[src/rtl/core/hsd_pkg.sv]
package hsd_pkg;

   // word geometry fixed by the port fields
   localparam int WORD_W = 136;
   localparam int LOW_W = 64;
   localparam int MID_W = 64;
   localparam int HIGH_W = WORD_W - LOW_W - MID_W;
   localparam int SYN_OUT_W = 8;
   localparam int POS_OUT_W = 8;
   localparam int COL_IN_W = 8;

   // code geometry
   localparam int CODE_LEN = 136;
   localparam int CHECK_BITS = 8;
   localparam int IDX_W = $clog2(CODE_LEN);
   localparam int CNT_W = $clog2(CODE_LEN + 1);
   localparam logic [IDX_W-1:0] LAST_COL = IDX_W'(CODE_LEN - 1);

   localparam logic OP_LOAD = 1'b0;
   localparam logic OP_DECODE = 1'b1;

   typedef enum logic [1:0] {
      ST_IDLE,
      ST_SYN,
      ST_MATCH,
      ST_DONE
   } hsd_state_type;

   typedef struct packed {
      logic [WORD_W-1:0]     word;
      logic [CHECK_BITS-1:0] syn_before;
      logic [CHECK_BITS-1:0] syn_after;
      logic                  flipped;
      logic [IDX_W-1:0]      pos;
   } hsd_result_type;

endpackage

[src/rtl/core/hsd_ram.sv]
module hsd_ram #(
   parameter int WIDTH = 8,
   parameter int DEPTH = 136
) (
   input  logic                     clock,
   input  logic                     wr_en,
   input  logic [$clog2(DEPTH)-1:0] wr_addr,
   input  logic [WIDTH-1:0]         wr_data,
   input  logic                     rd_en,
   input  logic [$clog2(DEPTH)-1:0] rd_addr,
   output logic [WIDTH-1:0]         rd_data
);

   logic [WIDTH-1:0] mem_ff [DEPTH];
   logic [WIDTH-1:0] rd_data_ff;

   always_ff @(posedge clock) begin
      if (wr_en) begin
         mem_ff[wr_addr] <= wr_data;
      end
      if (rd_en) begin
         rd_data_ff <= mem_ff[rd_addr];
      end
   end

   assign rd_data = rd_data_ff;

endmodule

[src/rtl/core/hsd_engine.sv]
module hsd_engine (
   input  logic                           clock,
   input  logic                           reset,
   input  logic                           req_valid,
   output logic                           req_stall,
   input  logic                           req_operation,
   input  logic [hsd_pkg::COL_IN_W-1:0]   req_column_index,
   input  logic [hsd_pkg::COL_IN_W-1:0]   req_column_value,
   input  logic [hsd_pkg::LOW_W-1:0]      req_word_low,
   input  logic [hsd_pkg::MID_W-1:0]      req_word_mid,
   input  logic [hsd_pkg::HIGH_W-1:0]     req_word_high,
   output logic                           mem_wr_en,
   output logic [hsd_pkg::IDX_W-1:0]      mem_wr_addr,
   output logic [hsd_pkg::CHECK_BITS-1:0] mem_wr_data,
   output logic                           mem_rd_en,
   output logic [hsd_pkg::IDX_W-1:0]      mem_rd_addr,
   input  logic [hsd_pkg::CHECK_BITS-1:0] mem_rd_data,
   output logic                           res_valid,
   input  logic                           res_take,
   output hsd_pkg::hsd_result_type        res
);
   import hsd_pkg::*;

   hsd_state_type         state_ff, state_in;
   logic [CNT_W-1:0]      cnt_ff, cnt_in;
   logic                  dv_ff, dv_in;
   logic [IDX_W-1:0]      didx_ff, didx_in;
   logic [CHECK_BITS-1:0] syn_ff, syn_in;
   logic                  hit_ff, hit_in;
   logic [IDX_W-1:0]      pos_ff, pos_in;
   logic [WORD_W-1:0]     word_ff, word_in;

   always_ff @(posedge clock) begin
      if (reset) begin
         state_ff <= ST_IDLE;
         dv_ff <= 1'b0;
      end else begin
         state_ff <= state_in;
         dv_ff <= dv_in;
      end
      cnt_ff <= cnt_in;
      didx_ff <= didx_in;
      syn_ff <= syn_in;
      hit_ff <= hit_in;
      pos_ff <= pos_in;
      word_ff <= word_in;
   end

   always_comb begin
      state_in = state_ff;
      cnt_in = cnt_ff;
      dv_in = 1'b0;
      didx_in = cnt_ff[IDX_W-1:0];
      syn_in = syn_ff;
      hit_in = hit_ff;
      pos_in = pos_ff;
      word_in = word_ff;
      mem_wr_en = 1'b0;
      mem_rd_en = 1'b0;
      res_valid = 1'b0;
      req_stall = 1'b1;

      case (state_ff)
         ST_IDLE: begin
            req_stall = 1'b0;
            if (req_valid) begin
               if (req_operation == OP_DECODE) begin
                  word_in = {req_word_high, req_word_mid, req_word_low};
                  syn_in = '0;
                  hit_in = 1'b0;
                  pos_in = '0;
                  cnt_in = '0;
                  state_in = ST_SYN;
               end else if (req_column_index < COL_IN_W'(CODE_LEN)) begin
                  mem_wr_en = 1'b1;
               end
            end
         end
         ST_SYN, ST_MATCH: begin
            // one column read issued per cycle, data comes back registered in the next cycle
            if (cnt_ff < CNT_W'(CODE_LEN)) begin
               mem_rd_en = 1'b1;
               dv_in = 1'b1;
               cnt_in = cnt_ff + CNT_W'(1);
            end
            if (dv_ff) begin
               if (state_ff == ST_SYN) begin
                  if (word_ff[didx_ff]) begin
                     syn_in = syn_ff ^ mem_rd_data;
                  end
                  if (didx_ff == LAST_COL) begin
                     cnt_in = '0;
                     state_in = ST_MATCH;
                  end
               end else begin
                  // first matching column wins, flip in place
                  if (!hit_ff && syn_ff != '0 && mem_rd_data == syn_ff) begin
                     hit_in = 1'b1;
                     pos_in = didx_ff;
                     word_in[didx_ff] = ~word_ff[didx_ff];
                  end
                  if (didx_ff == LAST_COL) begin
                     state_in = ST_DONE;
                  end
               end
            end
         end
         ST_DONE: begin
            res_valid = 1'b1;
            if (res_take) begin
               state_in = ST_IDLE;
            end
         end
         default: begin
            state_in = ST_IDLE;
         end
      endcase
   end

   assign mem_wr_addr = req_column_index[IDX_W-1:0];
   assign mem_wr_data = req_column_value[CHECK_BITS-1:0];
   assign mem_rd_addr = cnt_ff[IDX_W-1:0];

   // flipping the matched column cancels it out of the syndrome
   assign res.word = word_ff;
   assign res.syn_before = syn_ff;
   assign res.syn_after = hit_ff ? '0 : syn_ff;
   assign res.flipped = hit_ff;
   assign res.pos = pos_ff;

endmodule

[src/rtl/core/programmable_hamming_sec_decoder_top.sv]
// single-error-correcting decoder, 136-bit codeword, 8 check rows, loadable H
// input channel (req_): one word per handshake, accepted when req_valid is high
// and req_stall low. req_operation selects a column load or a decode.
// a load writes req_column_value into column req_column_index and gives no
// result; indexes beyond the code are dropped.
// a decode takes the codeword on req_word_low/mid/high and later gives one word
// on the rsp_ channel: corrected word, both syndromes, flip flag and position.
// the column memory has one read port, read once per cycle over a
// syndrome pass and a match pass.
// the block takes one item at a time; req_stall is high while a decode runs.
// the result sits in an output register, so the next item is taken while the
// receiver holds rsp_stall; a second result waits in the engine until then.
// reset clears the control state only; the column table keeps no reset value
// and every column must be loaded before the first decode.
module programmable_hamming_sec_decoder_top (
   input  logic                          clock,
   input  logic                          reset,
   input  logic                          req_valid,
   output logic                          req_stall,
   input  logic                          req_operation,
   input  logic [hsd_pkg::COL_IN_W-1:0]  req_column_index,
   input  logic [hsd_pkg::COL_IN_W-1:0]  req_column_value,
   input  logic [hsd_pkg::LOW_W-1:0]     req_word_low,
   input  logic [hsd_pkg::MID_W-1:0]     req_word_mid,
   input  logic [hsd_pkg::HIGH_W-1:0]    req_word_high,
   output logic                          rsp_valid,
   input  logic                          rsp_stall,
   output logic [hsd_pkg::LOW_W-1:0]     rsp_fixed_low,
   output logic [hsd_pkg::MID_W-1:0]     rsp_fixed_mid,
   output logic [hsd_pkg::HIGH_W-1:0]    rsp_fixed_high,
   output logic [hsd_pkg::SYN_OUT_W-1:0] rsp_syndrome_before,
   output logic [hsd_pkg::SYN_OUT_W-1:0] rsp_syndrome_after,
   output logic                          rsp_flipped,
   output logic [hsd_pkg::POS_OUT_W-1:0] rsp_flip_position
);
   import hsd_pkg::*;

   logic                  mem_wr_en;
   logic [IDX_W-1:0]      mem_wr_addr;
   logic [CHECK_BITS-1:0] mem_wr_data;
   logic                  mem_rd_en;
   logic [IDX_W-1:0]      mem_rd_addr;
   logic [CHECK_BITS-1:0] mem_rd_data;
   logic                  res_valid;
   logic                  res_take;
   hsd_result_type        res;

   logic                  rsp_valid_ff, rsp_valid_in;
   hsd_result_type        out_ff;

   hsd_ram #(
      .WIDTH(CHECK_BITS),
      .DEPTH(CODE_LEN)
   ) u_columns (
      .clock   (clock),
      .wr_en   (mem_wr_en),
      .wr_addr (mem_wr_addr),
      .wr_data (mem_wr_data),
      .rd_en   (mem_rd_en),
      .rd_addr (mem_rd_addr),
      .rd_data (mem_rd_data)
   );

   hsd_engine u_engine (
      .clock            (clock),
      .reset            (reset),
      .req_valid        (req_valid),
      .req_stall        (req_stall),
      .req_operation    (req_operation),
      .req_column_index (req_column_index),
      .req_column_value (req_column_value),
      .req_word_low     (req_word_low),
      .req_word_mid     (req_word_mid),
      .req_word_high    (req_word_high),
      .mem_wr_en        (mem_wr_en),
      .mem_wr_addr      (mem_wr_addr),
      .mem_wr_data      (mem_wr_data),
      .mem_rd_en        (mem_rd_en),
      .mem_rd_addr      (mem_rd_addr),
      .mem_rd_data      (mem_rd_data),
      .res_valid        (res_valid),
      .res_take         (res_take),
      .res              (res)
   );

   // output register is free when empty or being taken this cycle
   assign res_take = !rsp_valid_ff || !rsp_stall;

   always_comb begin
      rsp_valid_in = rsp_valid_ff && rsp_stall;
      if (res_valid && res_take) begin
         rsp_valid_in = 1'b1;
      end
   end

   always_ff @(posedge clock) begin
      if (reset) begin
         rsp_valid_ff <= 1'b0;
      end else begin
         rsp_valid_ff <= rsp_valid_in;
      end
      if (res_valid && res_take) begin
         out_ff <= res;
      end
   end

   assign rsp_valid = rsp_valid_ff;
   assign rsp_fixed_low = out_ff.word[LOW_W-1:0];
   assign rsp_fixed_mid = out_ff.word[LOW_W+MID_W-1:LOW_W];
   assign rsp_fixed_high = out_ff.word[WORD_W-1:LOW_W+MID_W];
   assign rsp_syndrome_before = SYN_OUT_W'(out_ff.syn_before);
   assign rsp_syndrome_after = SYN_OUT_W'(out_ff.syn_after);
   assign rsp_flipped = out_ff.flipped;
   assign rsp_flip_position = POS_OUT_W'(out_ff.pos);

endmodule
[config.mk]
export PLATFORM = sky130hd
export DESIGN_NAME = programmable_hamming_sec_decoder_top
export DESIGN_NICKNAME = d
export VERILOG_FILES = /design/src/rtl/core/hsd_pkg.sv /design/src/rtl/core/hsd_ram.sv /design/src/rtl/core/hsd_engine.sv /design/src/rtl/core/programmable_hamming_sec_decoder_top.sv
export SDC_FILE = /design/constraint.sdc
export NUM_CORES = 1
export LEC_CHECK = 0
export BUFFER_PORTS_ARGS = -buffer_cell sky130_fd_sc_hd__buf_2
export CORE_MARGIN = 5
export CORE_UTILIZATION = 40
export DETAILED_ROUTE_END_ITERATION = 10
export PLACE_DENSITY_LB_ADDON = 0.1
export RECOVER_POWER = 50
export REMOVE_ABC_BUFFERS = 1
export SYNTH_ARGS = -nofsm -noshare
export SYNTH_HDL_FRONTEND = slang
export SYNTH_HIERARCHICAL = 1
export SYNTH_SLANG_ARGS = --single-unit
[constraint.sdc]
create_clock -name clock -period 10.6 [get_ports clock]
set_input_delay 1.06 -clock clock [delete_from_list [all_inputs] [get_ports clock]]
set_output_delay 1.06 -clock clock [all_outputs]
set_load 0.03 [all_outputs]
---- Word level (Yosys, flattened, before mapping) ----
Memory sizes are Yosys's and may differ from the RTL's. A register that Yosys moved wholly into a read port is not among the register bits.
Index checks and enable logic that the tools add are counted.
storage, ports and cells
  register bits ........................... 334
  bits in writable memories ............... 1088
  input bits .............................. 157
  word-level logic and storage cells ...... 104
  memories kept ........................... 1
memories
  memory            words  width  rd ports  clocked after memory_dff  wr ports  line           text
  u_columns.mem_ff  136    8      1         1                         1         hsd_ram.sv:14  logic [WIDTH-1:0] mem_ff [DEPTH];
operators by class
  $add $sub $neg .......................... 1
  $lt $le $gt $ge ......................... 4
  eq/ne operators ......................... 14
  muxes and demuxes ....................... 51
  bitwise gates (word level) .............. 2
  reductions and logical operators ........ 17
operator list
  kind                 number
  $mux 136             5
  $pmux 136 s2         1
  $bwmux 136           1
  $mux 8               12
  $pmux 8 s2           3
  $mux 1               18
  $lt 8x8->1 const B   2
  $mux 2               7
  $reduce_and 6->1     2
  $ne 2x1->1 const B   5
  $lt 8x9->1 const B   1
  $add 8x1->8 const B  1
  $bmux 1 s8           1
  $demux 1 s8          1
  $eq 8x8->1           1
  $eq 8x8->1 const B   1
  $ge 8x1->1 const B   1
  $ne 2x2->1 const B   4
  $reduce_bool 8->1    1
  $xor 8x8->8          1
  $pmux 2 s3           1
  $logic_and 1x1->1    5
  $reduce_and 5->1     1
  $eq 2x2->1 const B   2
  9 further kinds      11

---- Depth between registers and ports, before layout ----
  depth after elaboration ................. 9
  depth in mapped cells ................... 12
  mapped depth without buffers ............ 8

---- Modules after synthesis ----
Netlist, hierarchy kept.
by module, submodules not included
  module                                instances  cells an instance  area an instance (um2)  sequential area each (um2)
  hsd_ram                               1          2254               43436.7                 32911.6
  hsd_engine                            1          994                10189.8                 5054.8
  programmable_hamming_sec_decoder_top  1          166                4873.4                  4854.7

---- Worst setup path before layout ----
Ideal clock, no wire load.
  path type ............................... input -> register
  start ................................... in rsp_stall
  end ..................................... reg out_ff, in the netlist rsp_fixed_high[0], enable pin
  setup time .............................. 540 ps
  data arrival time ....................... 4806 ps
  path slack .............................. 5254 ps
  stages .................................. 2
  buffers on the path ..................... 0
  path through ............................ nand2_1 and2_1
on the way
  longest elaborated chain between the ends .. 3
RTL lines
  what                    line                                         text
  start: declaration      programmable_hamming_sec_decoder_top.sv:27   input logic rsp_stall,
  $logic_not 1->1         programmable_hamming_sec_decoder_top.sv:87   assign res_take = !rsp_valid_ff || !rsp_stall;
  $logic_or 1x1->1        programmable_hamming_sec_decoder_top.sv:87
  $logic_and 1x1->1       programmable_hamming_sec_decoder_top.sv:102  if (res_valid && res_take) begin
  end signal: assignment  programmable_hamming_sec_decoder_top.sv:103  out_ff <= res;
  end: declaration        programmable_hamming_sec_decoder_top.sv:49   hsd_result_type out_ff;
Every way passes these cells.
A chain may end at the register's enable or synchronous reset.

---- Final worst setup path ----
  start ................................... in req_column_value[2] (netlist name)
  end ..................................... mem u_columns.mem_ff[49][2], data pin
RTL lines
  what                line                                        text
  start: declaration  programmable_hamming_sec_decoder_top.sv:22  input logic [hsd_pkg::COL_IN_W-1:0] req_column_value,
  end: declaration    hsd_ram.sv:14
Straight into the memory's write port.

==> impl_summary.md <==
Worst setup path
Data arrives at the worst endpoint at 7.19 ns. STA classifies the critical path endpoint as a register. Of all nets on the critical path, the largest fanout is 68. The critical path is of the in2reg type. The required time at the worst-slack endpoint is 10.72 ns. STA classifies the critical path startpoint as a primary input.

Drt
The number of detailed-route iterations in the first pass is 6. The wire length after detailed routing is 182000 um. The average wire per cell in the routed design is 31.5 um. In the routed design, unresolved DRC markers number 0. The detail route stage leaves a number of antenna-violating nets equal to 0. The number of DRC markers after the initial detailed-route iteration is 3239.

The via density per instance is 5.79. Detailed routing inserted a total of 33371 vias.

Final layout
The number of filler instances in the final layout is 12631. The end-of-flow core utilization is 45.6%. The count of placed standard cells in the final layout, fillers left out is 5762.

The signed area change from the synthesized netlist to the final layout is 13.4%. The net count of the finished layout is 3877. The most common library cell in the layout ignoring fill and taps is sky130_fd_sc_hd__edfxtp_1. In the layout the commonest cells are 1418 x sky130_fd_sc_hd__edfxtp_1, 329 x sky130_fd_sc_hd__mux2i_1, 221 x sky130_fd_sc_hd__nand2_1, 220 x sky130_fd_sc_hd__clkbuf_1, 182 x sky130_fd_sc_hd__nor2_1. Cells with a size suffix above 1 make up 15.9% of the layout.

Timing
The transition time at the pin with the least slew margin is 4.27 ns. The worst pin sits at a relative slew slack of -184%. The number of hold violations in the final report is 0. The total negative slack is 0 ns. The final setup violation count is 0. The worst path in the final design needs a cycle of 7.06 ns, including I/O delays and setup. The max-slew violation total from the final report is 1362.

The worst setup skew after layout is 0.0473 ns. Static timing analysis puts the maximum clock frequency at 142 MHz. The final hold slack is 0.419 ns. The final worst-path setup slack is 3.54 ns. The final critical path takes up 66.6% of the cycle.

Setup repair after global routing left no endpoint under its margin.

Clock tree
The clock root buffer is sky130_fd_sc_hd__clkbuf_16. Once the clock tree was built, the resizer swapped 0 gates to a different size. The clock drives 1430 sinks. The CTS tree is yes. CTS built an H-tree with a depth of 4. The deepest clock path buffer count is 3.

Clock latency on the worst-skew pair, taken at its later pin, is 0.79 ns. The number of buffers inserted during clock tree synthesis is 154. After clock tree synthesis, the setup repair step added 0 buffers. After clock tree synthesis, the clock-pin slew on the worst setup and hold paths is 0.06 ns. The post-cts hold buffer count is 0.

Synthesis
The fraction of synthesized area in multiplexers is 11.8%. The synthesized cell area is 58500 um2. The simple-gate portion of the synthesized area is 5.06%. The synthesized netlist devotes 6.88% of its cell area to compound gates.

The average instance in the mapped netlist occupies 17.1 um2. By area the synthesized netlist is led by sky130_fd_sc_hd__edfxtp_1 73%, sky130_fd_sc_hd__mux2i_1 5.6%, sky130_fd_sc_hd__mux4_2 5.2%, sky130_fd_sc_hd__nand2_1 1.4%, sky130_fd_sc_hd__a21oi_1 1.4%. In the synthesized netlist, the number of instances is 3414. The flip-flop cell with the highest count after synthesis is sky130_fd_sc_hd__edfxtp_1. After Yosys synthesis, full adders, half adders and majority gates account for 0.128% of the synthesized area. In the synthesized netlist the async set-or-reset flop fraction comes to 0%. The post-synthesis share of cell area spent on xor and xnor gates is 0.210%. The unique cell type count in the Yosys netlist is 75. Summing the sequential cell areas from Yosys gives 73.2% of the chip area. Counting flops with a built-in enable in the synthesized netlist gives 1418. Synthesis inferred 1430 register bits. The main combinational cell family by area after synthesis is multiplexers. Of the post-synthesis cell area, the dominant cell type holds 72.8%.

The synthesized design spends more area on one cell type than any other, namely sky130_fd_sc_hd__edfxtp_1. Yosys printed 6 warnings.

Die
The horizontal die dimension is 392 um. For this configuration, the core starts out at a cell density of 40.2%. Pin placement for this block handled 320 I/O pins. The region available for standard cell placement spans 146000 um2. The chip height is 392 um. The area of the die is 154000 um2. After floorplanning, the core was divided into 140 placement rows.

Placed design
The placed instance count is 5475. Buffers placed on the I/O ports in this run total 319. After legalization and detailed placement, the total HPWL measured 120000 um. Routability-driven placement finished with a final weighted congestion of 0.865. The post-placement worst setup slack is 5.82 ns.

Global routing
The number of global-route vias before repair is 32992. The total global routing overflow is 0. The initial antenna violation count is 16. The overall global routing resource usage is 23.0%. The first global-routing pass estimated 252000 um of wire. The pin count of the biggest net entering global routing is 146.

Outcome
The run finished, with violations left. The final reports fail on capacitance limit, slew limit.

Power and ir drop
The ratio of total power to cell area is 201 nW/um2. The worst-case vdd ir drop is 0.000132 V. The leakage component of the power is 21.3 nW.

Job
The number of maximum-capacitance violations is 27.

Hold path
In this run the worst hold path is classified as reg2reg.
layout make-up:
| cell class | count | area, um2 | share of cell area, % |
|---|---|---|---|
| clock inverters | 86 | 777 | 1.17 |
| repair buffers | 397 | 1960 | 2.96 |
| diodes | 6 | 15.0 | 0.0226 |
| flip-flops and latches | 1430 | 42800 | 64.6 |
| multi-input cells | 1714 | 14200 | 21.4 |
| inverters | 17 | 65.1 | 0.0981 |
| well taps | 1917 | 2400 | 3.62 |
| clock buffers | 195 | 4120 | 6.21 |
worst max-delay path: stages:
cell and delay (ns):
sky130_fd_sc_hd__clkbuf_1 0.80, sky130_fd_sc_hd__clkbuf_1 2.78, sky130_fd_sc_hd__clkbuf_1 2.33
report_power, final:
group          internal [mW]  switching [mW]
clock                   3.01            2.24
combinational          0.527            1.03
sequential              6.43          0.0983
flip-flops by register name (all words and copies together), names as in the netlist, 2 cells and up:
signal and flops:
rsp_fixed_high 8, u_engine/didx_ff 8, rsp_syndrome_before 8, u_engine/syn_ff 8, u_engine/word_ff 136, u_engine/state_ff 2
rsp_syndrome_after 8, rsp_fixed_low 64, u_columns/rd_data 8, u_engine/pos_ff 8, u_columns/mem_ff 1088, u_engine/mem_rd_addr 8
rsp_flip_position 8, rsp_fixed_mid 64
cell families after synthesis:
group,Yosys count
flops,1430
simple gates,642
compound gates,563
mux,489
buf+inv,270
xor+xnor,14
fa+ha+maj,6
path summary, 6_finish.rpt:
kind | start | to | slack, ns | cells after the start
worst max register to register | u_engine/state_ff[0]$_SDFFE_PP0P_ | u_engine/word_ff[45]$_DFFE_PP_ | 4.43 | 9
worst min register to register | u_engine/pos_ff[4]$_SDFFCE_PP0P_ | rsp_flip_position[4]$_DFFE_PP_ | 0.42 | 0
worst max-delay path | req_column_value[2] | u_columns/mem_ff[49][2]$_DFFE_PP_ | 3.54 | 3
worst min-delay path | u_engine/pos_ff[4]$_SDFFCE_PP0P_ | rsp_flip_position[4]$_DFFE_PP_ | 0.42 | 0
metrics by stage:
stage	area [um2]	power, mW
finish	66300	13.3
global route	66300	13.8
CTS	66600	13.4
detailed placement	61700	8.19
global placement	61700	8.18
floorplan	56900	7.78
routing by layer:
metal | GRT usage (%) | up-vias | share of wire (%)
met5 | 0 | - | 0.0072
met4 | 8.02 | 2 | 3.5
met3 | 3.77 | 266 | 6.1
met2 | 37.4 | 1293 | 48
met1 | 31.6 | 17559 | 43
li1 | - | 14251 | -
Yosys cell counts, types with 45 or more instances:
library cell	count
sky130_fd_sc_hd__a22oi_1	79
sky130_fd_sc_hd__o2bb2ai_1	71
sky130_fd_sc_hd__mux2i_1	329
sky130_fd_sc_hd__nor2_1	188
sky130_fd_sc_hd__mux4_2	134
sky130_fd_sc_hd__clkbuf_1	122
sky130_fd_sc_hd__edfxtp_1	1418
sky130_fd_sc_hd__buf_2	45
sky130_fd_sc_hd__a22o_1	65
sky130_fd_sc_hd__nand2_1	222
sky130_fd_sc_hd__nand3_1	68
sky130_fd_sc_hd__a21oi_1	166
Power figures use the tool's default switching activity.
